--- config.mk ---
export PLATFORM = sky130hd
export DESIGN_NAME = kmh_ctrl
export DESIGN_NICKNAME = d
export VERILOG_FILES = /design/src/rtl/core/kmh_pkg.sv /design/src/rtl/core/kmh_ctrl.sv
export SDC_FILE = /design/constraint.sdc
export NUM_CORES = 1
export LEC_CHECK = 0
export ABC_AREA = 0
export BUFFER_PORTS_ARGS = -buffer_cell sky130_fd_sc_hd__buf_4
export CAP_MARGIN = 20
export CELL_PAD_IN_SITES_DETAIL_PLACEMENT = 0
export CELL_PAD_IN_SITES_GLOBAL_PLACEMENT = 2
export CORE_MARGIN = 5
export CORE_UTILIZATION = 23
export DETAILED_ROUTE_END_ITERATION = 12
export PLACE_DENSITY_LB_ADDON = 0.1
export SYNTH_ARGS = -nofsm -noshare
export SYNTH_HDL_FRONTEND = slang
export SYNTH_SLANG_ARGS = --single-unit
--- constraint.sdc ---
create_clock -name clk -period 2.3 [get_ports clk]
set_clock_uncertainty 0.2 [all_clocks]
set_input_delay 0.345 -clock clk [delete_from_list [all_inputs] [get_ports clk]]
set_output_delay 0.345 -clock clk [all_outputs]
set_load 0.05 [all_outputs]
--- src/rtl/core/kmh_pkg.sv ---
// Shared types and constants for the k-means hub selection block.
`timescale 1ns / 1ps
`default_nettype none
package kmh_pkg;

  localparam int COORD_W  = 16;
  localparam int ID_W     = 16;
  localparam int PICK_W   = 6;
  localparam int NC_W     = 5;
  localparam int MI_W     = 10;
  localparam int CFG_W    = 10;
  localparam int OUT_CL_W = 4;

  typedef enum logic [1:0] {
    CMD_CLEAR = 2'd0,
    CMD_LOAD  = 2'd1,
    CMD_PICK  = 2'd2,
    CMD_RUN   = 2'd3
  } cmd_t;

  localparam logic REG_NUM_CLUSTERS = 1'b0;
  localparam logic REG_MAX_ITER     = 1'b1;

  localparam logic [NC_W-1:0] NC_RESET = 5'd10;
  localparam logic [MI_W-1:0] MI_RESET = 10'd100;

  typedef enum logic [4:0] {
    S_IDLE,
    S_PICK,
    S_LBL_INIT,
    S_IT_CHECK,
    S_AS_RD,
    S_AS_MUL,
    S_AS_CMP,
    S_AS_WR,
    S_SUM_RD,
    S_SUM_ACC,
    S_UPD_C,
    S_WAIT_X,
    S_WAIT_Y,
    S_UPD_NEXT,
    S_HUB_C,
    S_HUB_RD,
    S_HUB_MUL,
    S_HUB_CMP,
    S_EMIT
  } state_t;

  typedef struct packed {
    logic sel_pick;
    logic pick_lat;
    logic ld_wr;
    logic clr;
    logic pick_wr;
    logic run_start;
    logic lbl_init;
    logic i_clr;
    logic i_inc;
    logic c_clr;
    logic c_inc;
    logic mul;
    logic cmp_as;
    logic lbl_wr;
    logic chg_clr;
    logic sum_clr;
    logic sum_acc;
    logic div_x_start;
    logic div_y_start;
    logic cen_x_wr;
    logic cen_y_wr;
    logic it_inc;
    logic hub_clr;
    logic hub_cmp;
    logic emit;
  } ctl_t;

  typedef struct packed {
    logic i_end;
    logic c_last;
    logic it_end;
    logic changed;
    logic cnt_zero;
    logic div_done;
  } sts_t;

endpackage
`default_nettype wire

--- src/rtl/core/kmh_ctrl.sv ---
// Sequencer for clear, load, pick, Lloyd rounds and hub reporting.
`timescale 1ns / 1ps
`default_nettype none
module kmh_ctrl
  import kmh_pkg::*;
(
  input  wire             clk,
  input  wire             rst,
  input  wire             start,
  input  wire [1:0]       cmd,
  input  sts_t            sts,
  output logic            busy,
  output ctl_t            ctl
);

  state_t state, state_next;

  always_ff @(posedge clk) begin
    if (rst) begin
      state <= S_IDLE;
    end else begin
      state <= state_next;
    end
  end

  assign busy = (state != S_IDLE);

  always_comb begin
    state_next = state;
    ctl = '0;
    unique case (state)
      S_IDLE: begin
        ctl.sel_pick = 1'b1;
        if (start) begin
          unique case (cmd_t'(cmd))
            CMD_CLEAR: ctl.clr = 1'b1;
            CMD_LOAD:  ctl.ld_wr = 1'b1;
            CMD_PICK: begin
              ctl.pick_lat = 1'b1;
              state_next = S_PICK;
            end
            CMD_RUN: begin
              ctl.run_start = 1'b1;
              ctl.i_clr = 1'b1;
              state_next = S_LBL_INIT;
            end
            default: ;
          endcase
        end
      end
      S_PICK: begin
        ctl.pick_wr = 1'b1;
        state_next = S_IDLE;
      end
      S_LBL_INIT: begin
        if (sts.i_end) begin
          state_next = S_IT_CHECK;
        end else begin
          ctl.lbl_init = 1'b1;
          ctl.i_inc = 1'b1;
        end
      end
      S_IT_CHECK: begin
        if (sts.it_end) begin
          ctl.c_clr = 1'b1;
          state_next = S_HUB_C;
        end else begin
          ctl.chg_clr = 1'b1;
          ctl.i_clr = 1'b1;
          state_next = S_AS_RD;
        end
      end
      S_AS_RD: begin
        ctl.c_clr = 1'b1;
        if (sts.i_end) begin
          if (sts.changed) begin
            ctl.i_clr = 1'b1;
            ctl.sum_clr = 1'b1;
            state_next = S_SUM_RD;
          end else begin
            state_next = S_HUB_C;
          end
        end else begin
          state_next = S_AS_MUL;
        end
      end
      S_AS_MUL: begin
        ctl.mul = 1'b1;
        state_next = S_AS_CMP;
      end
      S_AS_CMP: begin
        ctl.cmp_as = 1'b1;
        if (sts.c_last) begin
          state_next = S_AS_WR;
        end else begin
          ctl.c_inc = 1'b1;
          state_next = S_AS_MUL;
        end
      end
      S_AS_WR: begin
        ctl.lbl_wr = 1'b1;
        ctl.i_inc = 1'b1;
        state_next = S_AS_RD;
      end
      S_SUM_RD: begin
        if (sts.i_end) begin
          ctl.c_clr = 1'b1;
          state_next = S_UPD_C;
        end else begin
          state_next = S_SUM_ACC;
        end
      end
      S_SUM_ACC: begin
        ctl.sum_acc = 1'b1;
        ctl.i_inc = 1'b1;
        state_next = S_SUM_RD;
      end
      S_UPD_C: begin
        if (sts.cnt_zero) begin
          state_next = S_UPD_NEXT;
        end else begin
          ctl.div_x_start = 1'b1;
          state_next = S_WAIT_X;
        end
      end
      S_WAIT_X: begin
        if (sts.div_done) begin
          ctl.cen_x_wr = 1'b1;
          ctl.div_y_start = 1'b1;
          state_next = S_WAIT_Y;
        end
      end
      S_WAIT_Y: begin
        if (sts.div_done) begin
          ctl.cen_y_wr = 1'b1;
          state_next = S_UPD_NEXT;
        end
      end
      S_UPD_NEXT: begin
        if (sts.c_last) begin
          ctl.it_inc = 1'b1;
          state_next = S_IT_CHECK;
        end else begin
          ctl.c_inc = 1'b1;
          state_next = S_UPD_C;
        end
      end
      S_HUB_C: begin
        ctl.hub_clr = 1'b1;
        ctl.i_clr = 1'b1;
        state_next = S_HUB_RD;
      end
      S_HUB_RD: begin
        state_next = sts.i_end ? S_EMIT : S_HUB_MUL;
      end
      S_HUB_MUL: begin
        ctl.mul = 1'b1;
        state_next = S_HUB_CMP;
      end
      S_HUB_CMP: begin
        ctl.hub_cmp = 1'b1;
        ctl.i_inc = 1'b1;
        state_next = S_HUB_RD;
      end
      S_EMIT: begin
        ctl.emit = 1'b1;
        if (sts.c_last) begin
          state_next = S_IDLE;
        end else begin
          ctl.c_inc = 1'b1;
          state_next = S_HUB_C;
        end
      end
      default: state_next = S_IDLE;
    endcase
  end

endmodule
`default_nettype wire

==> impl_metrics.yaml, run 1 <==
yosys:
  synthCells: 131
  netlist_area_sq_um: 837
  ys_top_cells_by_area: "dfxtp_1 (12%), nor2_1 (8.5%), nor3_1 (6.6%), a21oi_1 (6.0%), nand2b_1 (6.0%)"
  synth.top_cell.area_share_pct: 12.0
  async_reset_ff_share_pct: 0
  synth_fp_nets: 142
  synth_warnings: 0
  ys.flop_type: "dfxtp_1"
  ys_ff_latch: 5
  synth_edf_count: 0
  yosysUniqueCellTypes: 42
  avgSynthCellArea_sq_um: 6.39
  synth_top_area_cell: "dfxtp_1"
  yosysSeqAreaShare_pct: 12.0
timing:
  setup-violations-final: 0
  hold_viol_final: 0
  min_period_over_period_pct: 97.6
  period_minus_slack_ns: 2.25
  drv_slew: 0
  worst_pin_slew_ns: 0.595
  fin_tns_setup_ns: 0
  clock.fmax_mhz: 445
  slew_headroom_pct: 59.3
cts:
  cts_sinks: 5
  cts.htree.levels: 1
  clock_path_buffers: 2
  cts_root_buf: "clkbuf_8"
  path_clk_slew_ns: 0.04
  cts_inserted_buffers: 3
  clk_latency_ns: 0.22
  cts_tree: "built"
power:
  leakage_nw: 0.599
  worst_ir_drop_vdd_mv: 0.383
  power.density_nw_per_um2: 765
route:
  drt-initial-drc-count: 34
  wl_mm: 3.55
  drcViolationCount: 0
  drtAntennaViolNets: 0
  drtPass1Iterations: 4
  avgViaCountPerCell: 5.20
  wire_per_inst_um: 15.8
  num_vias: 1170
floorplanning:
  die_x_um: 70.3
  die-area_sq_um: 4950
  die_y_um: 70.3
  io_pins: 37
  rows: 22
  start_util_pct: 23.2
  core_sq_um: 3610
critical_path:
  cp-end-kind: "output pin"
  worstPathMaxFanout: 4
  cp.required_ns: 1.75
  worst-r2r-setup-slack_ns: 0.31
  r2r_start: "state[0]$_SDFFE_PP0P_"
  rr_endpoint: "state[0]$_SDFFE_PP0P_"
  crit_type: "flip-flop to output pin"
  r2r_cells: 7
  crit_path_start_kind: "flip-flop"
  cp_data_arrival_time_ns: 1.70
grt:
  grt_max_degree: 19
  grt_use_total_pct: 14.1
  antenna_found_initial: 0
  grt_pass1_vias: 1096
  grt_pass1_wl_mm: 5.66
  gr-total-overflow: 0
flow_run:
  cap_viol_max_count: 0
final_layout:
  final_common_cell: "buf_4"
  fin_cells: 225
  antenna_cells: 0
  area_delta_synth_final_pct: 69.4
  largest_reg_flops: 5
  top_register: "state"
  fin_nets: 189
  final_cell_mix: "buf_4 (53), nor2_1 (15), nand2_1 (11)"
  layout-drive-gt1-share_pct: 49.2
  reg.largest.list: "state x5"
placed_design:
  hpwl_mm: 2.88
  port_buffers: 36
  routabilityCongestion: 0.858
  dp.cells: 219
hold_path:
  min-delay-start: "rst"
  hold_path.class: "primary input to flip-flop"
  hold_path_depth: 2
  worstHoldEndpoint: "state[1]$_SDFFE_PP0P_"
status:
  status: "complete, no violations"
report_power, final:
group	switching [mW]	internal [mW]
clock network	0.0408	0.119
registers	0.0225	0.105
logic	0.501	0.296
total	0.564	0.520
what timing repair did:
| item | in CTS | in global routing |
|---|---|---|
| setup buffers | 0 | 2 |
| resized for setup | 3 | 8 |
| endpoints found under the setup margin | 3 | 4 |
| pin swaps | 0 | 2 |
| hold buffers | 0 | 0 |
final cells by class:
cell class	instances	area, sq um
Clock buffer	4	45.0
Fill cell	397	2190
Sequential cell	5	113
Multi-Input combinational cell	111	776
Timing Repair Buffer	54	409
Inverter	3	15.0
Tap cell	48	60.1
through the flow:
step	utilization [%]	total power, mW	hold WS, ns	setup slack (ns)	instance area, sq um
2_1_floorplan	-	0.655	0.211	-0.281	948
3_3_place_gp	36.8	0.904	0.353	0.201	1330
3_5_place_dp	36.8	0.901	0.358	0.193	1330
4_1_cts	38.2	1.07	0.128	0.00507	1380
5_1_grt	39.3	1.15	0.133	-0.0114	1420
6_report	39.3	1.08	0.120	0.0543	1420
logic make-up (layout without fill, tap and decap cells):
kind of cell / after synthesis / after routing / share of synthesized area (%)
simple gates: 77 / 77 / 48.6
buf+inv: 15 / 61 / 8.37
flops: 5 / 5 / 12.0
compound gates: 34 / 34 / 31.1
metal layers:
| layer | track usage [%] | up-vias | share of wire (%) |
|---|---|---|---|
| li1 | - | 575 | - |
| met1 | 19.9 | 537 | 43 |
| met2 | 20.5 | 50 | 45 |
| met3 | 3.74 | 8 | 9.2 |
| met4 | 4.26 | 0 | 2.0 |
| met5 | 0 | - | 0 |
worst max-delay path by stage:
stage / slack, ns / start / cells after the start / end
5_1_grt: -0.01 / state[0]$_SDFFE_PP0P_ / 6 / ctl[16]
4_1_cts: 0.005 / state[1]$_SDFFE_PP0P_ / 6 / ctl[16]
3_3_place_gp: 0.20 / state[1]$_SDFFE_PP0P_ / 6 / ctl[16]
6_report: 0.05 / state[1]$_SDFFE_PP0P_ / 5 / ctl[17]
2_1_floorplan: -0.28 / state[3]$_SDFFE_PP0P_ / 4 / ctl[16]
3_5_place_dp: 0.19 / state[1]$_SDFFE_PP0P_ / 6 / ctl[16]
worst max-delay path, stage by stage (launching register included):
cell and delay, ns:
dfxtp_4 0.35, or3b_4 0.26, buf_4 0.11, nor2_1 0.04
or4_4 0.52, buf_4 0.20
cells in the mapped netlist, types with 2 or more instances:
master     n
nor3_1    11
nor3b_1    5
nand2_1   13
nor2_1    19
nand2b_1   8
clkbuf_1   8
o22ai_1    2
a211oi_1   3
buf_2      2
and2_1     2
o22a_1     2
o21bai_1   2
inv_1      3
o32a_1     2
nand3_1    3
nand4b_1   2
a21oi_1   10
and3_1     2
dfxtp_1    5
nor2b_1    5
No activity file was read; power rests on OpenSTA's default activity.
==> run 2: changes to the inputs <==
==> constraint.sdc (replaced) <==
create_clock -name clk -period 2.5 [get_ports clk]
set_clock_uncertainty 0.2 [all_clocks]
set_input_delay 0.375 -clock clk [delete_from_list [all_inputs] [get_ports clk]]
set_output_delay 0.375 -clock clk [all_outputs]
set_load 0.05 [all_outputs]
==> impl_metrics.yaml, run 2 (synthesis results as in run 1) <==
status:
  status: "complete, no violations"
power:
  power.density_nw_per_um2: 699
  worst_ir_drop_vdd_mv: 0.206
  total_power_mw: 0.945
  leakage_nw: 0.575
route:
  drt-initial-drc-count: 29
  drcViolationCount: 0
  wire_per_inst_um: 15.7
  wl_mm: 3.44
  drtPass1Iterations: 4
  drtAntennaViolNets: 0
  num_vias: 1137
  avgViaCountPerCell: 5.19
cts:
  cts.htree.levels: 1
  cts_tree: "built"
  cts_root_buf: "clkbuf_8"
  clock_path_buffers: 2
  cts_sinks: 5
  path_clk_slew_ns: 0.03
  cts_inserted_buffers: 3
  post_cts_buffers: 0
  postCtsHoldBufs: 0
  clk_latency_ns: 0.22
  cts.repair.resized: 0
timing:
  slew_headroom_pct: 74.3
  fin_tns_setup_ns: 0
  clock.fmax_mhz: 420
  period_minus_slack_ns: 2.38
  hold_viol_final: 0
  drv_slew: 0
  worst_pin_slew_ns: 0.376
  rsz0062_at_grt: "false"
  setup-violations-final: 0
  min_period_over_period_pct: 95.3
critical_path:
  cp_data_arrival_time_ns: 1.81
  crit_type: "flip-flop to output pin"
  worstPathMaxFanout: 12
  cp.required_ns: 1.92
  crit_path_start_kind: "flip-flop"
  cp-end-kind: "output pin"
  worst-r2r-setup-slack_ns: 0.43
final_layout:
  layout-drive-gt1-share_pct: 44.4
  nFillCells: 402
  largest_reg_flops: 5
  final_area_sq_um: 1350
  fin_util_pct: 37.5
  top_register: "state"
  reg.largest.list: "state x5"
  area_delta_synth_final_pct: 61.6
  final_cell_mix: "buf_4 (47), nor2_1 (17), nand2_1 (12)"
  antenna_cells: 0
  fin_nets: 183
  final_common_cell: "buf_4"
grt:
  antenna_found_initial: 0
  gr-total-overflow: 0
  grt_max_degree: 16
  grt_pass1_vias: 1054
  grt_use_total_pct: 13.5
  grt_pass1_wl_mm: 5.49
placed_design:
  placed_area_sq_um: 1300
  routabilityCongestion: 0.915
  port_buffers: 36
  hpwl_mm: 2.80
floorplanning:
  io_pins: 37
  die-area_sq_um: 4950
  die_y_um: 70.3
  rows: 22
  die_x_um: 70.3
  start_util_pct: 23.2
  core_sq_um: 3610
hold_path:
  hold_path.class: "primary input to flip-flop"
flow_run:
  cap_viol_max_count: 0
[run 2: layer usage]
metal | global-route usage, % | share of wire [%] | vias up
li1 | - | - | 558
met1 | 17.8 | 43 | 522
met2 | 22.2 | 48 | 55
met3 | 3.02 | 9.0 | 2
met4 | 2.55 | 0.35 | 0
met5 | 0 | 0 | -
[run 2: stage by stage]
step                      hold slack [ns]  cells  worst slack, ns
after CTS                           0.150    219           0.0330
after detailed placement            0.382    215            0.271
after floorplan                     0.241    131           -0.270
after global placement              0.377    215            0.317
after global routing                0.143    219          0.00360
final                               0.145    219            0.118
[run 2: critical path: stages (launching register included)]
cell      delay, ns
dfxtp_1        0.40
buf_4          0.21
nor2b_1        0.34
a21oi_1        0.12
o22a_1         0.20
o21bai_2       0.13
buf_6          0.18
[run 2: cell type report]
cell class / count / area (sq um) / area share (%)
sequential: 5 / 104 / 7.68
tap: 48 / 60.1 / 4.44
inverter: 3 / 15.0 / 1.11
timing repair buffer: 48 / 364 / 26.9
clock buffer: 4 / 45.0 / 3.33
multi-input combinational: 111 / 764 / 56.5
[run 2: where the power goes]
part / leakage, nW / switching (mW) / internal (mW)
logic: 0.511 / 0.437 / 0.238
clock network: 0.0228 / 0.0386 / 0.109
registers: 0.0420 / 0.0271 / 0.0946
[run 2: worst paths after layout]
kind                                            start                     to  depth (start not counted)
worst max-delay path            state[0]$_SDFFE_PP0P_                ctl[16]                          6
worst min-delay path                              rst  state[1]$_SDFFE_PP0P_                          2
worst max register to register  state[0]$_SDFFE_PP0P_  state[1]$_SDFFE_PP0P_                          6
worst min register to register  state[1]$_SDFFE_PP0P_  state[1]$_SDFFE_PP0P_                          2
